==> src/rtl/pfk_pkg.sv <==
// ----------------------------------------------------------------------------
// pfk_pkg
// Shared types and constants for the planar three-link forward kinematics
// unit: word layouts, fixed-point formats and the cordic angle constants.
// ----------------------------------------------------------------------------
package pfk_pkg;

  localparam int ROTATION_STEPS = 16;
  localparam int STEP_W         = $clog2(ROTATION_STEPS);
  localparam int LINKS          = 3;

  localparam int ANG_W   = 16;
  localparam int LEN_W   = 16;
  localparam int OUT_W   = 20;
  localparam int SUM_W   = ANG_W + 2;
  localparam int THETA_W = 35;
  localparam int ZW      = 31;
  localparam int CW      = 35;
  localparam int GAIN_W  = 30;
  localparam int ANG_SHIFT  = 15;
  localparam int GAIN_SHIFT = 14;

  typedef logic signed [THETA_W-1:0] theta_t;
  typedef logic signed [ZW-1:0]      angle_t;
  typedef logic signed [CW-1:0]      coord_t;
  typedef logic [LEN_W-1:0]          len_t;
  typedef logic [STEP_W-1:0]         step_t;
  typedef logic [1:0]                cfg_index_t;

  localparam cfg_index_t REG_FIRST_LINK  = 2'd0;
  localparam cfg_index_t REG_SECOND_LINK = 2'd1;
  localparam cfg_index_t REG_TOOL_LINK   = 2'd2;

  localparam len_t FIRST_LINK_RESET  = 16'd16384;
  localparam len_t SECOND_LINK_RESET = 16'd8192;
  localparam len_t TOOL_LINK_RESET   = 16'd4096;

  // angles in q.28
  localparam theta_t PI_Q28      = theta_t'(843314857);
  localparam theta_t TWO_PI_Q28  = theta_t'(1686629714);
  localparam theta_t HALF_PI_Q28 = theta_t'(421657428);

  // cordic gain in q.30
  localparam logic [GAIN_W-1:0] GAIN_Q30 = GAIN_W'(652032874);

  // atan(2^-i) in q.28
  localparam angle_t ATAN_Q28 [24] = '{
    angle_t'(210828714), angle_t'(124459457), angle_t'(65760959),
    angle_t'(33381290),  angle_t'(16755422),  angle_t'(8385879),
    angle_t'(4193963),   angle_t'(2097109),   angle_t'(1048571),
    angle_t'(524287),    angle_t'(262144),    angle_t'(131072),
    angle_t'(65536),     angle_t'(32768),     angle_t'(16384),
    angle_t'(8192),      angle_t'(4096),      angle_t'(2048),
    angle_t'(1024),      angle_t'(512),       angle_t'(256),
    angle_t'(128),       angle_t'(64),        angle_t'(32)
  };

  typedef struct packed {
    logic signed [ANG_W-1:0] first_joint_angle;
    logic signed [ANG_W-1:0] second_joint_angle;
    logic signed [ANG_W-1:0] third_joint_angle;
  } joint_word_t;

  typedef struct packed {
    logic signed [OUT_W-1:0] tip_x;
    logic signed [OUT_W-1:0] tip_y;
  } tip_word_t;

  typedef struct packed {
    coord_t x;
    coord_t y;
    angle_t z;
    logic   neg;
  } vec_t;

  typedef vec_t [LINKS-1:0] vec3_t;

endpackage

==> src/rtl/pfk_cell.sv <==
// ----------------------------------------------------------------------------
// pfk_cell
// One cordic micro-rotation for all three link vectors, registered.
// ----------------------------------------------------------------------------
module pfk_cell (
  input  logic                  clk,
  input  logic                  rst,
  input  pfk_pkg::step_t        step,
  input  pfk_pkg::angle_t       atan,
  input  logic                  in_vld,
  input  pfk_pkg::vec3_t        vin,
  output logic                  out_vld,
  output pfk_pkg::vec3_t        vout
);

  pfk_pkg::vec3_t vout_next;

  always_comb begin
    pfk_pkg::coord_t dx, dy;
    for (int k = 0; k < pfk_pkg::LINKS; k++) begin
      dx = vin[k].y >>> step;
      dy = vin[k].x >>> step;
      vout_next[k].neg = vin[k].neg;
      if (!vin[k].z[pfk_pkg::ZW-1]) begin
        vout_next[k].x = vin[k].x - dx;
        vout_next[k].y = vin[k].y + dy;
        vout_next[k].z = vin[k].z - atan;
      end else begin
        vout_next[k].x = vin[k].x + dx;
        vout_next[k].y = vin[k].y - dy;
        vout_next[k].z = vin[k].z + atan;
      end
    end
  end

  always_ff @(posedge clk) begin
    if (rst) begin
      out_vld <= 1'b0;
    end else begin
      out_vld <= in_vld;
    end
  end

  always_ff @(posedge clk) begin
    vout <= vout_next;
  end

endmodule

==> config.mk <==
export PLATFORM = sky130hd
export DESIGN_NAME = pfk_cell
export DESIGN_NICKNAME = d
export VERILOG_FILES = /design/src/rtl/pfk_pkg.sv /design/src/rtl/pfk_cell.sv
export SDC_FILE = /design/constraint.sdc
export NUM_CORES = 2
export LEC_CHECK = 0
export BUFFER_PORTS_ARGS = -buffer_cell sky130_fd_sc_hd__buf_2
export CAP_MARGIN = 15
export CORE_MARGIN = 10
export CORE_UTILIZATION = 57
export DETAILED_ROUTE_END_ITERATION = 8
export PLACE_DENSITY = 0.78
export SKIP_CTS_REPAIR_TIMING = 1
export SLEW_MARGIN = 30
export SYNTH_ARGS = -nofsm -noshare
export SYNTH_HDL_FRONTEND = slang
export SYNTH_SLANG_ARGS = --single-unit
==> constraint.sdc <==
create_clock -name clk -period 9.7 [get_ports clk]
set_clock_uncertainty 0.2 [all_clocks]
set_input_delay 1.94 -clock clk [delete_from_list [all_inputs] [get_ports clk]]
set_output_delay 1.94 -clock clk [all_outputs]
set_load 0.01 [all_outputs]
**After elaboration in Yosys (flattened, before gate mapping)**

Cells that the tools add are included.

- $add $sub $neg: 18
- Shift operators: 6
- Mux-type cells: 3

Operators by type and width:

| operator | number |
|---|---|
| 101-bit two-way mux | 3 |
| 35-bit adder | 6 |
| 35-bit by 4-bit >>> shifter with 35-bit output | 6 |
| 35-bit subtractor | 6 |
| 31-bit adder | 3 |
| 31-bit subtractor | 3 |

- Register bits: 307
- Input port bits: 344
- Output and inout port bits: 307
- Word-level logic and storage cells: 40

**Depth between registers and ports, before layout**

- Depth in word-level cells: 3
- Mapped depth: 34
- Depth with buffers taken out: 23

**Worst setup path after synthesis**

No wires, ideal clock.

- Kind: input to register
- Start point: input step[2]
- End point: register vout[166] (netlist bit)
- Library setup time: 72 ps
- Arrival: 8,002 ps
- Data required time: 9,428 ps
- Setup slack: 1,426 ps
- Stages: 33
- Path buffers: 13
- Path through: buf_2 > buf_4 > buf_2 > buf_4 > buf_4 > buf_2 > buf_2 > buf_2 > buf_2 > buf_2 > buf_2 > buf_2 > buf_2 > nand2_1 > o21ai_0 > ha_1 > inv_1 > nor3_2 > nand2_1 > inv_1 > a31oi_1 > xnor2_1 > ha_1 > and3_1 > a221oi_1 > o21ai_0 > a221oi_1 > o211ai_1 > o41a_1 > o21a_1 > o21ai_0 > nor2b_1 > xnor2_1

RTL lines:

| what | RTL line | source |
|---|---|---|
| from (decl) | pfk_cell.sv:8 | `input pfk_pkg::step_t step,` |
| to (signal assigned) | pfk_cell.sv:45 | `vout <= vout_next;` |
| to (decl) | pfk_cell.sv:13 | `output pfk_pkg::vec3_t vout` |

==> results.cfg <==
[timing]
finalHoldViolations = 0
setup_viol_count_final = 0
fin_setup_tns_ns = 0
tightestPinTransition_ns = 0.9190
rsz0062_at_grt = false
relSlewSlack_pct = 38.74
final.period_utilization_pct = 82.58
period_minus_slack_ns = 8.010
clock.fmax_mhz = 124.8
maxSlewViolCount = 0

[global_route]
grt_pass1_vias = 35430
first_pass_grt_wire_length_mm = 207.9
grt.overflow.total = 0
grt_max_degree = 110
number_of_antenna_violations_at_the_first_check_in_global_routing = 60
grt_use_total_pct = 33.74

[routing]
remaining_drc_errors = 0
drt_first_iter_violations = 4343
detailroute.via_count = 37570
drt_wl_total_mm = 137.8
detail_route.wl_per_cell_um = 23.59
antenna_violating_nets_post_route = 0
first_pass_iters = 7
post_detailed_route_via_to_cell_ratio = 6.429

[floorplanning]
die_w_um = 276.8
floorplan.die_area_um2 = 76630
die_h_um = 276.8
initial_utilization_pct = 57.28
io_pins = 651
placeableCoreArea_um2 = 65630
row_count = 94

[yosys]
synth.yosys.seq_area_share_pct = 16.35
ys_top_cells_by_area = dfxtp_1 16%, mux4_2 12%, ha_1 10%, xnor2_1 6.5%, xor2_1 6.0%
postSynthCellCount = 4405
synth_ff_type = dfxtp_1
synth_cell_type_count = 102
netlist.area_leader.share_pct = 16.35
synth_simple_gate_area_share_pct = 16.38
ys_async_sr_fraction_pct = 0
synth.ff_latch_count = 307
post_synth_instance_area_um2 = 37590
yosys_warnings = 0
cell_type_with_the_highest_aggregate_area_in_the_netlist = dfxtp_1
area_fraction_in_compound_gates_after_synthesis_pct = 20.04
synth_xor_area_share_pct = 12.53
synth-adder-area-share_pct = 10.60
synth_top_family_by_area = compound AO/OA/AOI/OAI gates
syn_avg_cell_area_um2 = 8.535
postSynthNetCount = 5062
synth.mux.area_fraction_pct = 19.85
number_of_flops_mapped_to_enable_cells_by_yosys = 0

[run_status]
outcome = completed

[layout]
layout.filler_cells = 5612
post_route_cells_drive_above_1_share_pct = 22.04
final_util_pct = 64.45
area.growth.synth_to_final_pct = 12.51
fin_nets = 5566

[placed_design]
port_buffers = 650
dp_hpwl_mm = 110.3
gpl.final_weighted_congestion = 1.017

[clock_network]
htree_levels = 2
clock_tree.buffer_depth = 3
tritoncts = built
cts_root_buf = clkbuf_16
clock_sink_count = 307
cts_inserted_buffers = 37
path_clk_slew_ns = 0.06

[worst_setup_path]
worstPathArrival_ns = 8.32
critical_path.startpoint_type = primary input
setup.worst_path.end_class = flop
critical_path_peak_fanout = 80
worst-endpoint-required_ns = 10.01
critical_path_type = in -> reg

[power_and_ir_drop]
total_power_mw = 7.635
pwr_density_cell_nw_per_um2 = 180.5
irDropWorstVdd_v = 0.0001845
static_leak_nw = 18.80

[flow_run]
max_cap_viol_count = 0

[worst_hold_path]
hold_path.class = in -> reg
worstHoldPathCells = 1
worst_hold_startpoint = vin[0]
whs_endpoint = vout[0]
-- cell families after synthesis --
family                   after synthesis
flip-flops                           307
AND/OR/NAND/NOR                     1296
buffers and inverters                311
XOR/XNOR                             538
adder cells (fa/ha/maj)              313
multiplexers                         440
AO/OA/AOI/OAI                       1200
-- cell type report --
| cell class | count | area, um^2 | share of cell area, % |
|---|---|---|---|
| multi-input cells | 3787 | 29850 | 70.58 |
| flip-flops and latches | 307 | 6146 | 14.53 |
| repair buffers | 682 | 3551 | 8.395 |
| well taps | 864 | 1081 | 2.556 |
| clock buffers | 49 | 1021 | 2.414 |
| inverters | 94 | 357.8 | 0.8460 |
| clock inverters | 17 | 177.7 | 0.4201 |
| diodes | 44 | 110.1 | 0.2603 |
-- Yosys cell counts, drive strengths merged, types with 97 or more instances --
master    n
nand2   386
ha      304
a21o    137
xnor2   279
a21oi   432
buf     139
mux4    229
mux2i   126
nor2    401
o21ai   218
xor2    259
dfxtp   307
nor3     97
-- per-stage QoR --
step                setup slack (ns)  hold slack [ns]  area, um^2  instances
floorplan                      1.426            1.768       37590       4405
global placement               1.353            1.842       40990       5734
detailed placement             1.246            1.845       40990       5734
CTS                            1.838            1.238       42190       5800
global route                   1.095            1.252       42280       5836
finish                         1.690            1.260       42300       5844
-- power by group --
| part | total [mW] | internal (mW) | switching (mW) |
|---|---|---|---|
| Sequential | 1.99 | 1.81 | 0.179 |
| Combinational | 4.22 | 1.75 | 2.47 |
| Clock | 1.42 | 0.801 | 0.623 |
| Total | 7.63 | 4.36 | 3.27 |
-- how the worst max path moves through the flow --
| stage | cells after the start | end | startpoint |
|---|---|---|---|
| floorplan | 33 | vout[166] | step[2] |
| global placement | 23 | vout[305] | step[1] |
| detailed placement | 22 | vout[269] | step[1] |
| CTS | 22 | vout[269] | step[1] |
| global route | 20 | vout[166] | step[1] |
| finish | 23 | vout[305] | step[1] |
-- flip-flops by register name, indices dropped and copies added, names as in the netlist --
register and cells:
vout 306, out_vld 1
-- routing by layer --
metal,vias to the layer above,global-route usage [%],wire (um)
met5,-,0,198
met4,34,14.90,6462
met3,420,8.443,14510
met2,2110,55.76,63940
met1,17620,41.01,52730
li1,17390,-,-
-- placed cells by master (no fill, tap or decap), types with 137 or more instances in the layout --
cell type | Yosys | routed
buf_2 | 56 | 643
a21oi_1 | 432 | 432
nor2_1 | 400 | 399
nand2_1 | 385 | 385
dfxtp_1 | 307 | 307
ha_1 | 304 | 304
xnor2_1 | 279 | 279
xor2_1 | 259 | 259
o21ai_0 | 214 | 214
mux4_2 | 208 | 208
a21o_1 | 137 | 137
-- critical path, stage by stage --
cell and delay, ns:
buf_8 0.48, buf_4 0.47, mux4_1 0.64, mux2_2 0.30, mux2i_1 0.20, o21ai_0 0.16, nor2b_1 0.38, nor2b_1 0.19
nor3_1 0.05, a31oi_1 0.15, nor2_1 0.05, nor3_1 0.24, ha_1 0.31, o21a_1 0.21, o21ai_0 0.22, a22oi_1 0.16
a22oi_1 0.60, a211oi_1 0.28, nor3_1 0.38, o21ai_0 0.19, a31o_2 0.26, a21oi_1 0.19, xnor2_1 0.14
(Power assumes the default switching activity.)
