`config.mk`:
```
export PLATFORM = sky130hd
export DESIGN_NAME = pfk_prep
export DESIGN_NICKNAME = d
export VERILOG_FILES = /design/src/rtl/pfk_pkg.sv /design/src/rtl/pfk_prep.sv
export SDC_FILE = /design/constraint.sdc
export NUM_CORES = 2
export LEC_CHECK = 0
export ABC_AREA = 0
export BUFFER_PORTS_ARGS = -buffer_cell sky130_fd_sc_hd__buf_2
export CAP_MARGIN = 40
export CELL_PAD_IN_SITES_DETAIL_PLACEMENT = 2
export CELL_PAD_IN_SITES_GLOBAL_PLACEMENT = 2
export CORE_MARGIN = 4
export CORE_UTILIZATION = 39
export CTS_CLUSTER_SIZE = 24
export DETAILED_ROUTE_END_ITERATION = 10
export GPL_TIMING_DRIVEN = 0
export HOLD_SLACK_MARGIN = 0.08
export PLACE_DENSITY = 0.8
export SYNTH_ARGS = -nofsm -noshare
export SYNTH_HDL_FRONTEND = slang
export SYNTH_SLANG_ARGS = --single-unit
export TNS_END_PERCENT = 10
```
`constraint.sdc`:
```
create_clock -name clk -period 7.85 [get_ports clk]
set_clock_uncertainty 0.05 [all_clocks]
set_input_delay 0.785 -clock clk [delete_from_list [all_inputs] [get_ports clk]]
set_output_delay 0.785 -clock clk [all_outputs]
set_load 0.005 [all_outputs]
```
`src/rtl/pfk_pkg.sv`:
```
// ----------------------------------------------------------------------------
// pfk_pkg
// Shared types and constants for the planar three-link forward kinematics
// unit: word layouts, fixed-point formats and the cordic angle constants.
// ----------------------------------------------------------------------------
package pfk_pkg;

  localparam int ROTATION_STEPS = 16;
  localparam int STEP_W         = $clog2(ROTATION_STEPS);
  localparam int LINKS          = 3;

  localparam int ANG_W   = 16;
  localparam int LEN_W   = 16;
  localparam int OUT_W   = 20;
  localparam int SUM_W   = ANG_W + 2;
  localparam int THETA_W = 35;
  localparam int ZW      = 31;
  localparam int CW      = 35;
  localparam int GAIN_W  = 30;
  localparam int ANG_SHIFT  = 15;
  localparam int GAIN_SHIFT = 14;

  typedef logic signed [THETA_W-1:0] theta_t;
  typedef logic signed [ZW-1:0]      angle_t;
  typedef logic signed [CW-1:0]      coord_t;
  typedef logic [LEN_W-1:0]          len_t;
  typedef logic [STEP_W-1:0]         step_t;
  typedef logic [1:0]                cfg_index_t;

  localparam cfg_index_t REG_FIRST_LINK  = 2'd0;
  localparam cfg_index_t REG_SECOND_LINK = 2'd1;
  localparam cfg_index_t REG_TOOL_LINK   = 2'd2;

  localparam len_t FIRST_LINK_RESET  = 16'd16384;
  localparam len_t SECOND_LINK_RESET = 16'd8192;
  localparam len_t TOOL_LINK_RESET   = 16'd4096;

  // angles in q.28
  localparam theta_t PI_Q28      = theta_t'(843314857);
  localparam theta_t TWO_PI_Q28  = theta_t'(1686629714);
  localparam theta_t HALF_PI_Q28 = theta_t'(421657428);

  // cordic gain in q.30
  localparam logic [GAIN_W-1:0] GAIN_Q30 = GAIN_W'(652032874);

  // atan(2^-i) in q.28
  localparam angle_t ATAN_Q28 [24] = '{
    angle_t'(210828714), angle_t'(124459457), angle_t'(65760959),
    angle_t'(33381290),  angle_t'(16755422),  angle_t'(8385879),
    angle_t'(4193963),   angle_t'(2097109),   angle_t'(1048571),
    angle_t'(524287),    angle_t'(262144),    angle_t'(131072),
    angle_t'(65536),     angle_t'(32768),     angle_t'(16384),
    angle_t'(8192),      angle_t'(4096),      angle_t'(2048),
    angle_t'(1024),      angle_t'(512),       angle_t'(256),
    angle_t'(128),       angle_t'(64),        angle_t'(32)
  };

  typedef struct packed {
    logic signed [ANG_W-1:0] first_joint_angle;
    logic signed [ANG_W-1:0] second_joint_angle;
    logic signed [ANG_W-1:0] third_joint_angle;
  } joint_word_t;

  typedef struct packed {
    logic signed [OUT_W-1:0] tip_x;
    logic signed [OUT_W-1:0] tip_y;
  } tip_word_t;

  typedef struct packed {
    coord_t x;
    coord_t y;
    angle_t z;
    logic   neg;
  } vec_t;

  typedef vec_t [LINKS-1:0] vec3_t;

endpackage

```
`src/rtl/pfk_prep.sv`:
```
// ----------------------------------------------------------------------------
// pfk_prep
// Front end: absolute link angles, wrap into (-pi, pi], fold into the
// cordic range and scale each link length by the cordic gain.
// ----------------------------------------------------------------------------
module pfk_prep (
  input  logic                                       clk,
  input  logic                                       rst,
  input  logic                                       in_vld,
  input  pfk_pkg::joint_word_t                       joints,
  input  pfk_pkg::len_t [pfk_pkg::LINKS-1:0]         lens,
  output logic                                       out_vld,
  output pfk_pkg::vec3_t                             vec
);

  localparam int PROD_W = pfk_pkg::LEN_W + pfk_pkg::GAIN_W;

  logic [2:0] vld;
  pfk_pkg::theta_t [pfk_pkg::LINKS-1:0] th_abs, th_abs_next;
  pfk_pkg::theta_t [pfk_pkg::LINKS-1:0] th_wrap1, th_wrap1_next;
  pfk_pkg::theta_t [pfk_pkg::LINKS-1:0] th_wrap2, th_wrap2_next;
  pfk_pkg::vec3_t vec_next;

  function automatic pfk_pkg::theta_t wrap_step(input pfk_pkg::theta_t th);
    pfk_pkg::theta_t r;
    r = th;
    if (th > pfk_pkg::PI_Q28) begin
      r = th - pfk_pkg::TWO_PI_Q28;
    end else if (th <= -pfk_pkg::PI_Q28) begin
      r = th + pfk_pkg::TWO_PI_Q28;
    end
    return r;
  endfunction

  // joint sums
  always_comb begin
    logic signed [pfk_pkg::SUM_W-1:0] s1, s2, s3;
    s1 = pfk_pkg::SUM_W'(joints.first_joint_angle);
    s2 = s1 + pfk_pkg::SUM_W'(joints.second_joint_angle);
    s3 = s2 + pfk_pkg::SUM_W'(joints.third_joint_angle);
    th_abs_next[0] = pfk_pkg::theta_t'(s1) <<< pfk_pkg::ANG_SHIFT;
    th_abs_next[1] = pfk_pkg::theta_t'(s2) <<< pfk_pkg::ANG_SHIFT;
    th_abs_next[2] = pfk_pkg::theta_t'(s3) <<< pfk_pkg::ANG_SHIFT;
  end

  // two wrap passes cover the full input range
  always_comb begin
    for (int k = 0; k < pfk_pkg::LINKS; k++) begin
      th_wrap1_next[k] = wrap_step(th_abs[k]);
      th_wrap2_next[k] = wrap_step(th_wrap1[k]);
    end
  end

  // fold to +-pi/2 and start vector
  always_comb begin
    pfk_pkg::theta_t th;
    logic            neg;
    logic [PROD_W-1:0] prod;
    for (int k = 0; k < pfk_pkg::LINKS; k++) begin
      th  = th_wrap2[k];
      neg = 1'b0;
      if (th > pfk_pkg::HALF_PI_Q28) begin
        th  = th - pfk_pkg::PI_Q28;
        neg = 1'b1;
      end else if (th < -pfk_pkg::HALF_PI_Q28) begin
        th  = th + pfk_pkg::PI_Q28;
        neg = 1'b1;
      end
      prod = PROD_W'(lens[k]) * PROD_W'(pfk_pkg::GAIN_Q30);
      vec_next[k].x   = pfk_pkg::CW'(prod[PROD_W-1:pfk_pkg::GAIN_SHIFT]);
      vec_next[k].y   = '0;
      vec_next[k].z   = th[pfk_pkg::ZW-1:0];
      vec_next[k].neg = neg;
    end
  end

  always_ff @(posedge clk) begin
    if (rst) begin
      vld     <= '0;
      out_vld <= 1'b0;
    end else begin
      vld     <= {vld[1:0], in_vld};
      out_vld <= vld[2];
    end
  end

  always_ff @(posedge clk) begin
    th_abs   <= th_abs_next;
    th_wrap1 <= th_wrap1_next;
    th_wrap2 <= th_wrap2_next;
    vec      <= vec_next;
  end

endmodule

```
Word-level counts from Yosys, hierarchy flattened
Index checks and enable logic that the tools add are counted.
{"block": "totals", "regBits": 457, "input_bits": 99, "word_cells": 82, "out_inout_bits": 307}
{"block": "op_classes", "n_lt_le_gt_ge": 18, "mux": 21, "multipliers": 3, "addsub": 20}
{"cell": "2-to-1 mux 35 bit", "n": 12}
{"cell": "2-to-1 mux 31 bit", "n": 6}
{"cell": "multiplier 16 x 29 -> 45 bit, second input constant", "n": 3}
{"cell": "adder 35 x 32 -> 35 bit, second input constant", "n": 3}
{"cell": "> comparator 35 x 30 -> 1 bit, second input constant", "n": 3}
{"cell": "> comparator 35 x 31 -> 1 bit, second input constant", "n": 3}
{"cell": "less-or-equal comparator 35 x 31 -> 1 bit, second input constant", "n": 3}
{"cell": "less-than comparator 35 x 30 -> 1 bit, second input constant", "n": 3}
{"cell": "subtractor 35 x 32 -> 35 bit, second input constant", "n": 3}
{"cell": "adder 31 bit, second input constant", "n": 3}
{"cell": "subtractor 31 bit, second input constant", "n": 3}
{"cell": "adder 33 x 32 -> 34 bit, second input constant", "n": 1}
{"cell": "subtractor 33 x 32 -> 34 bit, second input constant", "n": 1}
{"cell": "adder 31 x 32 -> 33 bit, second input constant", "n": 1}
{"cell": "adder 32 x 32 -> 33 bit, second input constant", "n": 1}
{"cell": "> comparator 33 x 31 -> 1 bit, second input constant", "n": 1}
{"cell": "less-or-equal comparator 33 x 31 -> 1 bit, second input constant", "n": 1}
{"cell": "subtractor 31 x 32 -> 33 bit, second input constant", "n": 1}
{"cell": "subtractor 32 x 32 -> 33 bit, second input constant", "n": 1}
{"cell": "> comparator 32 x 31 -> 1 bit, second input constant", "n": 1}
{"cell": "less-or-equal comparator 32 x 31 -> 1 bit, second input constant", "n": 1}
{"cell": "> comparator 31 bit, second input constant", "n": 1}
{"cell": "less-or-equal comparator 31 bit, second input constant", "n": 1}
{"cell": "adder 17 x 16 -> 18 bit", "n": 1}
{"cell": "other kinds (2)", "n": 4}

Logic depth before layout (Yosys ltp)
{"block": "depth", "depth_word": 3, "ltp_mapped": 24, "ltp_nobuf": 24}

Worst setup path before layout
OpenSTA, ideal clock, no wires.
{"block": "synth_timing", "path_kind": "input to register", "from": "input lens[29] (netlist bit)", "to": "register vec[199] (netlist bit)", "n_path_buf": 0, "path_stages": 20, "t_required_ns": 7.673, "setup_time_ns": 0.127, "path_slack_ns": 1.235, "arrival_ns": 6.438, "cell_sequence": "ha_1 -> fa_1 -> inv_1 -> fa_1 -> inv_1 -> fa_1 -> fa_1 -> inv_1 -> fa_1 -> inv_1 -> ha_1 -> a2111oi_0 -> o21ai_0 -> a221oi_1 -> o211ai_1 -> o311ai_2 -> a211oi_1 -> a211oi_1 -> o21ai_0 -> xor2_1"}
{"item": "from (decl)", "line_no": "pfk_prep.sv:11", "source": "input pfk_pkg::len_t [pfk_pkg::LINKS-1:0] lens,"}
{"item": "to (signal assigned)", "line_no": "pfk_prep.sv:91", "source": "vec <= vec_next;"}
{"item": "to (decl)", "line_no": "pfk_prep.sv:13", "source": "output pfk_pkg::vec3_t vec"}

==> impl_metrics.yaml <==
outcome:
  status: "complete, no violations"
logic_synthesis:
  ys_ff_latch: 410
  ys.flop_type: "dfxtp_1"
  yosysTopAreaCell: "fa_1"
  synthAdderAreaFrac_pct: 40.88
  synth-compound-area-share_pct: 12.39
  ys_top_cells_by_area: "fa_1 (24%), dfxtp_1 (19%), ha_1 (16%), inv_1 (7.8%), xnor2_1 (4.0%)"
  post_synth_num_cell_types: 96
  synthSimpleGateAreaFrac_pct: 9.212
  syn_avg_cell_area_um2: 9.309
  yosysTopAreaCellShare_pct: 24.46
  synth.area.mux_share_pct: 0.2163
  async_flop_share_pct: 0
  synth_top_family_by_area: "adder cells"
  syn-instance-count: 4536
  yosysSeqAreaShare_pct: 19.44
  synth-xor-area-share_pct: 6.679
  synth_edf_count: 0
  netlist_area_mm2: 0.04223
  synth_warnings: 0
clocking:
  cts_buffers: 51
  clockRootBuffer: "clkbuf_16"
  cts.hold.buffers_added: 0
  ctsHtreeMaxLevel: 2
  clkLatencyLatePin_ns: 0.67
  postCtsSetupBuffers: 0
  path_clk_slew_ns: 0.06
  cts_tree: "built"
  clockBufferDepth: 3
  numClockSinks: 410
drt:
  vias_per_cell: 5.195
  drt-wirelength-per-cell_um: 22.56
  first_pass_iters: 5
  route.vias.total: 33552
  postRouteAntennaNets: 0
  wl_um: 145700
  drc: 0
  first_iter_violations: 1189
timing:
  fin_tns_setup_ns: 0
  clock.fmax_ghz: 0.1359
  fin_crit_ns: 7.361
  fin_crit_sh_pct: 93.77
  setup_viol: 0
  finalHoldViolCount: 0
  rsz0062_at_grt: "no"
  tightest_slew_ns: 0.8429
  maxSlewViolCount: 0
  maxSlewHeadroom_pct: 43.74
  whs_ns: 0.2101
worst_setup_path:
  crit_top_cell: "fa_1"
  path_delay_family: "adder cells"
  crit_arrival_ns: 7.89
  crit_slowest_cell: "xor2_1"
  critPathLaunchType: "input pin"
  cp_cell_sequence: "buf_2 -> ha_1 -> clkbuf_1 -> xor2_1 -> a22oi_1 -> fa_1 -> inv_1 -> fa_1 -> fa_1 -> inv_1 -> fa_1 -> inv_1 -> ha_1 -> a21o_1 -> a21o_1 -> o21ai_0 -> o21a_1 -> nand3b_1 -> a21o_1 -> a21oi_1 -> o21ai_0 -> a21oi_1 -> xnor2_1"
  end_kind: "flop"
  crit_buf_inv: 5
  cp_max_fo: 9
  crit_type: "in -> reg"
  cp.required_ns: 8.38
  cpPeakStageDelay_ns: 0.61
floorplan:
  die_w_um: 337.1
  io_pins: 406
  row_count: 120
  core_mm2: 0.1074
  die_h_um: 337.1
  start_util_pct: 39.33
  die-area_mm2: 0.1136
global_route:
  grt_max_degree: 15
  grt_pass1_vias: 38979
  grt_pass1_wl_um: 226900
  grt_use_total_pct: 25.80
  antenna_found_initial: 30
  grt-ovfl-total: 0
flow_run:
  maxCapViolCount: 0
finish:
  fillers: 11750
  area_growth_pct: 13.12
  drive_gt1_share_pct: 11.44
  nets: 6163
  final_cells: 6459
placed_design:
  dp_cells: 6343
  io_buffers: 291
  dp_hpwl_um: 121800
  place_congestion: 0.9365
min_path:
  hp-class: "in -> reg"
==> worst reg2reg max path, delay by kind of cell, from the launching register on <==
family          cells  cell delay [ns]
flops               1             0.31
buf+inv             2             0.79
compound gates      6             1.27
simple gates        3             0.86
==> per-layer routing <==
layer / GRT usage, % / up-vias / part of all wire, %
li1: - / 15439 / -
met1: 30.04 / 17069 / 40
met2: 46.21 / 746 / 50
met3: 6.185 / 280 / 5.8
met4: 9.046 / 18 / 3.7
met5: 0 / - / 0.080
==> logic make-up after synthesis <==
family,count (synthesis)
fa+ha+maj,1070
xor+xnor,322
buf+inv,1128
mux,9
compound gates,787
flops,410
other cells,1
simple gates,809
==> path summary, 6_finish.rpt <==
check                      end  slack, ns    startpoint  depth (start not counted)
hold / removal      th_abs[19]       0.21    joints[36]                          1
setup / recovery      vec[291]       0.49      lens[45]                         23
setup reg to reg  th_wrap2[47]       4.41  th_wrap1[50]                         11
hold reg to reg        out_vld       0.39        vld[2]                          1
==> per-stage QoR <==
step / area, um2 / setup WS, ns / util, %
global route: 47730 / 0.1255 / 44.46
detailed placement: 45860 / -0.3429 / 42.72
global placement: 45860 / -0.1804 / 42.72
CTS: 47710 / 0.2714 / 44.44
finish: 47770 / 0.4892 / 44.50
floorplan: 42650 / 1.235 / -
==> registers in the layout, indices dropped and copies added, names as in the netlist <==
name and count:
out_vld 1, th_abs 51, th_wrap1 64, th_wrap2 102, vec 189, vld 3
==> Yosys cell counts, types with 79 or more instances <==
cell and number:
a21o_1 79, a21oi_1 188, buf_4 118, clkbuf_1 111, dfxtp_1 410, fa_1 516
ha_1 554, inv_1 878, nand2_1 219, nor2_1 227, o21ai_0 133, xnor2_1 193
xor2_1 129
==> cell type report <==
cell class	instances	area [um2]	share of cell area, %
flip-flops and latches	410	8208	17.18
inverters	878	3296	6.899
diodes	19	47.55	0.09953
clock inverters	30	401.6	0.8408
clock buffers	66	1444	3.023
well taps	1403	1755	3.675
plain buffers	250	1423	2.978
repair buffers	292	1464	3.065
multi-input cells	3111	29730	62.24
==> repair_timing <==
action | in CTS | in global routing
setup endpoints to repair | 0 | 1
endpoints found under the hold margin | 0 | 0
gates resized for setup | 0 | 1
==> cell usage in the layout (no fill, tap or decap), types with 14 or more instances in the layout <==
cell       count
a21boi_0      21
a32oi_1       14
o21bai_1      22
ha_1         554
o21ai_0      133
buf_2        299
and3_1        38
nand3_1       47
or2_2         28
fa_1         516
nor2b_1       37
o31ai_1       15
a211oi_1      17
nor3_1        64
buf_4        119
diode_2       19
o22ai_1       42
a31oi_1       47
nor2_1       227
clkbuf_16     52
dfxtp_1      410
nand2b_1      30
o211ai_1      20
a21o_1        79
a21oi_1      188
nand4_1       27
xnor2_1      193
and2_1        20
or3_1         17
a211o_1       18
xor2_1       129
inv_1        878
nand2_1      219
clkbuf_1     116
o21a_1        34
conb_1       114
Power is not shown: default switching activity piles up to over one toggle a cycle in this logic, so the estimate is an artifact.
