File: src/rtl/pfk_pkg.sv
// ----------------------------------------------------------------------------
// pfk_pkg
// Shared types and constants for the planar three-link forward kinematics
// unit: word layouts, fixed-point formats and the cordic angle constants.
// ----------------------------------------------------------------------------
package pfk_pkg;

  localparam int ROTATION_STEPS = 16;
  localparam int STEP_W         = $clog2(ROTATION_STEPS);
  localparam int LINKS          = 3;

  localparam int ANG_W   = 16;
  localparam int LEN_W   = 16;
  localparam int OUT_W   = 20;
  localparam int SUM_W   = ANG_W + 2;
  localparam int THETA_W = 35;
  localparam int ZW      = 31;
  localparam int CW      = 35;
  localparam int GAIN_W  = 30;
  localparam int ANG_SHIFT  = 15;
  localparam int GAIN_SHIFT = 14;

  typedef logic signed [THETA_W-1:0] theta_t;
  typedef logic signed [ZW-1:0]      angle_t;
  typedef logic signed [CW-1:0]      coord_t;
  typedef logic [LEN_W-1:0]          len_t;
  typedef logic [STEP_W-1:0]         step_t;
  typedef logic [1:0]                cfg_index_t;

  localparam cfg_index_t REG_FIRST_LINK  = 2'd0;
  localparam cfg_index_t REG_SECOND_LINK = 2'd1;
  localparam cfg_index_t REG_TOOL_LINK   = 2'd2;

  localparam len_t FIRST_LINK_RESET  = 16'd16384;
  localparam len_t SECOND_LINK_RESET = 16'd8192;
  localparam len_t TOOL_LINK_RESET   = 16'd4096;

  // angles in q.28
  localparam theta_t PI_Q28      = theta_t'(843314857);
  localparam theta_t TWO_PI_Q28  = theta_t'(1686629714);
  localparam theta_t HALF_PI_Q28 = theta_t'(421657428);

  // cordic gain in q.30
  localparam logic [GAIN_W-1:0] GAIN_Q30 = GAIN_W'(652032874);

  // atan(2^-i) in q.28
  localparam angle_t ATAN_Q28 [24] = '{
    angle_t'(210828714), angle_t'(124459457), angle_t'(65760959),
    angle_t'(33381290),  angle_t'(16755422),  angle_t'(8385879),
    angle_t'(4193963),   angle_t'(2097109),   angle_t'(1048571),
    angle_t'(524287),    angle_t'(262144),    angle_t'(131072),
    angle_t'(65536),     angle_t'(32768),     angle_t'(16384),
    angle_t'(8192),      angle_t'(4096),      angle_t'(2048),
    angle_t'(1024),      angle_t'(512),       angle_t'(256),
    angle_t'(128),       angle_t'(64),        angle_t'(32)
  };

  typedef struct packed {
    logic signed [ANG_W-1:0] first_joint_angle;
    logic signed [ANG_W-1:0] second_joint_angle;
    logic signed [ANG_W-1:0] third_joint_angle;
  } joint_word_t;

  typedef struct packed {
    logic signed [OUT_W-1:0] tip_x;
    logic signed [OUT_W-1:0] tip_y;
  } tip_word_t;

  typedef struct packed {
    coord_t x;
    coord_t y;
    angle_t z;
    logic   neg;
  } vec_t;

  typedef vec_t [LINKS-1:0] vec3_t;

endpackage

File: src/rtl/pfk_post.sv
// ----------------------------------------------------------------------------
// pfk_post
// Back end: quadrant sign, sum of the three link vectors, rounding to q.14
// and saturation.
// ----------------------------------------------------------------------------
module pfk_post (
  input  logic               clk,
  input  logic               rst,
  input  logic               in_vld,
  input  pfk_pkg::vec3_t     vin,
  output logic               out_vld,
  output pfk_pkg::tip_word_t tip
);

  localparam int ACC_W     = pfk_pkg::CW + 2;
  localparam int FRAC_DROP = 16;
  localparam int RND_W     = ACC_W - FRAC_DROP;
  localparam logic signed [ACC_W-1:0] HALF_LSB = ACC_W'(1) << (FRAC_DROP - 1);
  localparam logic signed [RND_W-1:0] SAT_MAX =
    RND_W'((1 << (pfk_pkg::OUT_W - 1)) - 1);
  localparam logic signed [RND_W-1:0] SAT_MIN = -(SAT_MAX + RND_W'(1));

  logic sum_vld;
  logic signed [ACC_W-1:0] acc_x, acc_y, acc_x_next, acc_y_next;
  pfk_pkg::tip_word_t tip_next;

  function automatic logic signed [pfk_pkg::OUT_W-1:0] round_sat(
    input logic signed [ACC_W-1:0] acc
  );
    logic signed [ACC_W-1:0] r;
    logic signed [RND_W-1:0] v;
    r = acc + HALF_LSB;
    v = r[ACC_W-1:FRAC_DROP];
    if (v > SAT_MAX) begin
      v = SAT_MAX;
    end else if (v < SAT_MIN) begin
      v = SAT_MIN;
    end
    return v[pfk_pkg::OUT_W-1:0];
  endfunction

  always_comb begin
    acc_x_next = '0;
    acc_y_next = '0;
    for (int k = 0; k < pfk_pkg::LINKS; k++) begin
      if (vin[k].neg) begin
        acc_x_next = acc_x_next - ACC_W'(vin[k].x);
        acc_y_next = acc_y_next - ACC_W'(vin[k].y);
      end else begin
        acc_x_next = acc_x_next + ACC_W'(vin[k].x);
        acc_y_next = acc_y_next + ACC_W'(vin[k].y);
      end
    end
  end

  always_comb begin
    tip_next.tip_x = round_sat(acc_x);
    tip_next.tip_y = round_sat(acc_y);
  end

  always_ff @(posedge clk) begin
    if (rst) begin
      sum_vld <= 1'b0;
      out_vld <= 1'b0;
    end else begin
      sum_vld <= in_vld;
      out_vld <= sum_vld;
    end
  end

  always_ff @(posedge clk) begin
    acc_x <= acc_x_next;
    acc_y <= acc_y_next;
    tip   <= tip_next;
  end

endmodule

File: config.mk
export PLATFORM = sky130hd
export DESIGN_NAME = pfk_post
export DESIGN_NICKNAME = d
export VERILOG_FILES = /design/src/rtl/pfk_pkg.sv /design/src/rtl/pfk_post.sv
export SDC_FILE = /design/constraint.sdc
export NUM_CORES = 1
export LEC_CHECK = 0
export BUFFER_PORTS_ARGS = -buffer_cell sky130_fd_sc_hd__buf_4
export CAP_MARGIN = 20
export CORE_MARGIN = 8
export CORE_UTILIZATION = 35
export DETAILED_ROUTE_END_ITERATION = 16
export HOLD_SLACK_MARGIN = 0.05
export PLACE_DENSITY_LB_ADDON = 0.08
export SETUP_SLACK_MARGIN = 0.02
export SLEW_MARGIN = 15
export SYNTH_ARGS = -nofsm -noshare
export SYNTH_HDL_FRONTEND = slang
export SYNTH_SLANG_ARGS = --single-unit
File: constraint.sdc
create_clock -name clk -period 6.6 [get_ports clk]
set_clock_uncertainty 0.15 [all_clocks]
set_input_delay 0.33 -clock clk [delete_from_list [all_inputs] [get_ports clk]]
set_output_delay 0.33 -clock clk [all_outputs]
set_load 0.03 [all_outputs]
# Word-level counts from Yosys, hierarchy flattened
# Index checks and enable logic that the tools add are counted.
dict set report word_totals {
  ff_bits 116
  input_bits 309
  word_cells 30
}
dict set report classes {
  mux 8
  magnitude_cmp 4
  addsub 12
}
# operator n
set op_table {}
lappend op_table {{2-to-1 mux 37 bit} 6}
lappend op_table {{adder 37 x 35 -> 37 bit} 4}
lappend op_table {{subtractor 37 x 35 -> 37 bit} 4}
lappend op_table {{adder 37 x 17 -> 37 bit (second input constant)} 2}
lappend op_table {{subtractor 1 x 35 -> 36 bit (first input constant)} 2}
lappend op_table {{greater-than comparator 21 x 20 -> 1 bit (second input constant)} 2}
lappend op_table {{less-than comparator 21 x 20 -> 1 bit (second input constant)} 2}
lappend op_table {{2-to-1 mux 20 bit} 2}

# Logic depth before layout (Yosys ltp)
dict set report logic_depth {
  ltp_word 6
  depth_mapped 29
  depth_no_buf 29
}

# Worst setup path before layout
# OpenSTA, ideal clock, no wires.
dict set report synth_path {
  kind {input -> register}
  start {input vin[32] (netlist bit)}
  end {register acc_y[32]}
  n_path_buf 1
  t_required_ps 6378
  arrival_time_ps 6034
  path_slack_ps 344
  path_stages 28
  path_cell_list {inv_1 -> ha_1 -> nand2_1 -> or3_1 -> or2_2 -> o41ai_1 -> xnor2_1 -> ha_1 -> clkbuf_1 -> nand4_1 -> a211oi_1 -> o21ai_0 -> a211oi_1 -> o31a_1 -> nor2_1 -> o21ai_0 -> xor2_1 -> ha_1 -> and4_1 -> and4_1 -> nor4bb_1 -> a2111oi_0 -> o21ai_0 -> a221o_1 -> a21o_1 -> a31o_2 -> a21oi_1 -> xnor2_1}
}
dict set report synth_between {
  elab_chain_cells 6
  word_cells_on_any_way 8
  classes_between {add/sub (5); mux (3)}
}
# item line_no
set synth_rtl {}
lappend synth_rtl {{start, declared} pfk_post.sv:10} ;# input pfk_pkg::vec3_t vin,
lappend synth_rtl {{subtractor 1 x 35 -> 36 bit} pfk_post.sv:48} ;# acc_y_next = acc_y_next - ACC_W'(vin[k].y);
lappend synth_rtl {{2-to-1 mux 37 bit (*)} pfk_post.sv:46} ;# if (vin[k].neg) begin
lappend synth_rtl {{adder 37 x 35 -> 37 bit / subtractor 37 x 35 -> 37 bit (equally long branches)} {pfk_post.sv:51, pfk_post.sv:48}}
lappend synth_rtl {{2-to-1 mux 37 bit (*)} pfk_post.sv:46}
lappend synth_rtl {{adder 37 x 35 -> 37 bit / subtractor 37 x 35 -> 37 bit (equally long branches)} {pfk_post.sv:51, pfk_post.sv:48}}
lappend synth_rtl {{2-to-1 mux 37 bit (*)} pfk_post.sv:46}
lappend synth_rtl {{named net acc_y_next[32]} pfk_post.sv:24} ;# logic signed [ACC_W-1:0] acc_x, acc_y, acc_x_next, acc_y_next;
lappend synth_rtl {{end signal, assigned} pfk_post.sv:73} ;# acc_y <= acc_y_next;
lappend synth_rtl {{end, declared} pfk_post.sv:24}
# The timed path passes the listed nets; every way through them passes the cells marked *.
# A chain may end at the register's enable or synchronous reset.

# Worst setup path after layout
dict set report layout_path {
  start {input vin[72] (netlist bit)}
  end {register acc_x[36]}
}
dict set report layout_between {
  elab_chain_cells 6
  word_cells_on_any_way 8
  classes_between {add/sub (5); mux (3)}
}
# item line_no
set layout_rtl {}
lappend layout_rtl {{subtractor 1 x 35 -> 36 bit} pfk_post.sv:47} ;# acc_x_next = acc_x_next - ACC_W'(vin[k].x);
lappend layout_rtl {{2-to-1 mux 37 bit (*)} pfk_post.sv:46}
lappend layout_rtl {{adder 37 x 35 -> 37 bit / subtractor 37 x 35 -> 37 bit (equally long branches)} {pfk_post.sv:50, pfk_post.sv:47}}
lappend layout_rtl {{2-to-1 mux 37 bit (*)} pfk_post.sv:46}
lappend layout_rtl {{adder 37 x 35 -> 37 bit / subtractor 37 x 35 -> 37 bit (equally long branches)} {pfk_post.sv:50, pfk_post.sv:47}}
lappend layout_rtl {{2-to-1 mux 37 bit (*)} pfk_post.sv:46}
lappend layout_rtl {{named net acc_x_next[36]} pfk_post.sv:24}
lappend layout_rtl {{end signal, assigned} pfk_post.sv:72} ;# acc_x <= acc_x_next;
lappend layout_rtl {{end, declared} pfk_post.sv:24}
# Marked as above.

==> flow_summary.toml <==
[status]
outcome = "completed"

[place]
io_buffers = 256
dp_worst_setup_slack_ps = -242.4
routabilityCongestion = 0.8672
dp_hpwl_um = 37440

[die]
row_count = 71
fp.dieW_um = 210.6
dieArea_um2 = 44350
start_util_pct = 35.35
io_pins = 350
core_um2 = 37490
chipHeight_um = 210.6

[yosys]
synth_edf_count = 0
yosys_warnings = 0
synth_top_area_share_pct = 18.57
synth.cell_area_um2 = 13250
async_reset_ff_share_pct = 0
synth.distinct_cells = 69
ys_ff_latch = 86
syn-num-nets = 2261
ys_top_cells_by_area = "xnor2_1 19%, ha_1 14%, dfxtp_1 13%, a21oi_1 7.4%, nor2_1 4.8%"
seq_area_frac_synth_pct = 12.99
synth_area_leader_cell = "xnor2_1"
synth.avg_cell_area_um2 = 7.363
synth_flop_cell = "dfxtp_1"
syn-instance-count = 1800

[worst_setup_path]
cpMostUsedCell = "buf_4"
cp-end-kind = "flip-flop"
critPathTopFamily = "simple AND/OR/NAND/NOR gates"
reg2reg_slack_ps = 3790
required_ps = 6730
rr_startpoint = "acc_y[25]$_DFF_P_"
timing.critical_path.buf_inv = 3
worst-path-max-fanout = 6
start_kind = "input pin"
reg2reg_depth = 10
r2r-end = "tip[0]$_SDFF_PN1_"
worstPathArrival_ps = 6340
path_class = "input pin to flip-flop"
path_cells = "buf_4, or4_1, or3_1, or4_1, buf_4, buf_4, or3_1, or3_4, o31ai_1, xnor2_1, ha_1, nand2_1, or2_2, a21oi_1, nor3_1, or2_2, a21boi_0, ha_1, and3b_1, a31oi_1, a221oi_2, o21bai_1, xor2_1, xnor2_1"
cp_slowest_cell = "or4_1"
cp_slowest_stage_delay_ps = 560

[sta]
fin_ws_ps = 388.7
worst_pin_slew_ps = 769.3
fin_crit_sh_pct = 94.11
post-route-min-period_ps = 6211
finalHoldViolCount = 0
slew_headroom_pct = 48.04
slew_viol_final = 0
setup_violations = 0
rsz0062_at_grt = "no"
timing.fmax_mhz = 161.0

[min_path]
hold_end = "out_vld$_SDFF_PP0_"
hp-class = "flip-flop to flip-flop"
hp-start = "sum_vld$_SDFF_PP0_"
min_path_cells = 1

[clock_network]
cts_root_buf = "clkbuf_16"
clk_path_buf_depth = 2
cts_tree = "done"
cts_made_buffers = 9
clk_latency_ps = 350
htree_levels = 3
post_cts_buffers = 0
cts_sinks = 86
clkTransAtPathRegs_ps = 60

[finish]
layout-drive-gt1-share_pct = 19.29
utilization_pct = 44.71
area_delta_synth_final_pct = 26.47
nets = 2583

[power]
vdd.ir_drop.worst_mv = 0.1540
p_per_area_nw_per_um2 = 293.0
power_leakage_nw = 7.130

[detailed_routing]
wirelength_um = 42560
ant_nets = 0
drt-pass1-iter-count = 7
viasPerCell = 5.211
drc = 0
drtIter0Drc = 716
wl_per_cell_um = 16.13
vias = 13750

[global_routing]
grt_overflow = 0
grt_max_degree = 56
antenna_found_initial = 13
gr-usage-all-layers_pct = 18.60
grt_pass1_vias = 13360
grt_pass1_wl_um = 68170

[job]
cap_violations = 0
## synthesized netlist by cell type (all sizes together) (13+ instances only)
| master | count |
|---|---|
| o31ai | 29 |
| nor2 | 170 |
| nand2b | 28 |
| a21o | 53 |
| nand2 | 96 |
| clkbuf | 37 |
| or4 | 16 |
| o21bai | 13 |
| a31oi | 21 |
| nor4 | 24 |
| nand3 | 52 |
| and3 | 21 |
| a21oi | 197 |
| ha | 150 |
| dfxtp | 86 |
| or3 | 25 |
| inv | 73 |
| nor3 | 50 |
| nor2b | 18 |
| o21ai | 126 |
| nand4 | 18 |
| xor2 | 63 |
| xnor2 | 282 |
## area by class of cell
cell class / count / area (µm²)
diodes: 3 / 7.507
clock buffers: 10 / 239.0
clock inverters: 4 / 25.02
fillers: 3959 / 20730
inverters: 74 / 279.0
multi-input cells: 1596 / 11170
flip-flops and latches: 86 / 1722
well taps: 511 / 639.4
repair buffers: 355 / 2683
## state kept, by name (all words and copies together), names as in the netlist
name / flops
acc_x: 22
acc_y: 22
out_vld: 1
sum_vld: 1
tip: 40
## worst max-delay path by stage
stage               slack (ps)     from  depth (start not counted)           endpoint
floorplan                  340  vin[32]                         28  acc_y[32]$_DFF_P_
global placement          -100  vin[72]                         29  acc_x[36]$_DFF_P_
detailed placement        -240  vin[32]                         29  acc_y[32]$_DFF_P_
CTS                        100  vin[32]                         29  acc_y[32]$_DFF_P_
global route                40  vin[72]                         29  acc_x[34]$_DFF_P_
finish                     390  vin[72]                         24  acc_x[36]$_DFF_P_
## logic make-up (layout without fill, tap and decap cells)
| logic type | count (synthesis) | in the layout | synth area share, % |
|---|---|---|---|
| buffers and inverters | 118 | 443 | 3.361 |
| other | 0 | 3 | 0 |
| and+or+nand+nor | 563 | 563 | 21.45 |
| AOI/OAI and AO/OA | 526 | 526 | 24.13 |
| adders and majority gates | 152 | 152 | 14.46 |
| muxes | 10 | 10 | 0.7552 |
| DFF | 86 | 86 | 12.99 |
| xor gates and xnor gates | 345 | 345 | 22.85 |
## cell usage in the layout, fill, tap and decap left out, types with 14 or more instances in the layout
cell type / synthesis / final
buf_4: 0 / 352
xnor2_1: 281 / 281
a21oi_1: 197 / 194
nor2_1: 170 / 169
ha_1: 150 / 150
o21ai_0: 124 / 118
nand2_1: 96 / 96
dfxtp_1: 86 / 86
inv_1: 73 / 73
xor2_1: 63 / 63
a21o_1: 53 / 53
nand3_1: 52 / 52
nor3_1: 50 / 50
nand2b_1: 28 / 28
o31ai_1: 29 / 26
nor4_1: 23 / 23
or3_1: 22 / 22
and3_1: 21 / 21
a31oi_1: 20 / 20
nor2b_1: 18 / 18
nand4_1: 18 / 18
or4_1: 14 / 14
## what timing repair did
item / CTS / global route
hold buffers: 2 / 0
hold endpoints to repair: 2 / 0
gates resized for setup: 0 / 24
endpoints found under the setup margin: 0 / 16
## per-layer routing
layer | GRT usage [%] | routed length (µm) | vias up
li1 | - | - | 7137
met3 | 5.035 | 3169 | 45
met2 | 28.84 | 18160 | 336
met5 | 0 | 131 | -
met1 | 25.34 | 20540 | 6215
met4 | 4.295 | 560 | 20
## stage by stage
| stage | setup TNS (ps) | cell area (µm²) | std cells | power, mW | hold slack, ps |
|---|---|---|---|---|---|
| after global routing | 0 | 16760 | 2638 | 5.395 | 311.5 |
| after floorplan | 0 | 13250 | 1800 | 3.347 | 251.6 |
| after detailed placement | -1822 | 16380 | 2619 | 4.429 | 277.8 |
| final | 0 | 16760 | 2639 | 4.911 | 290.1 |
| after global placement | -217.6 | 16380 | 2619 | 4.400 | 283.8 |
| after CTS | 0 | 16670 | 2635 | 4.924 | 297.5 |
## worst register-to-register path: stages (launching register included)
cell	delay, ps
dfxtp_1	460
and4_1	240
and2_1	170
nand3_1	120
nor3_1	340
nand3_1	170
a21oi_1	130
o21ai_0	80
a22oi_1	410
buf_4	260
o21ai_0	140
## power by group
group	switching (mW)	total, mW	internal (mW)
Combinational	1.86	3.44	1.58
Sequential	0.178	1.00	0.825
Clock	0.209	0.469	0.259
No activity file was read; power rests on OpenSTA's default activity.
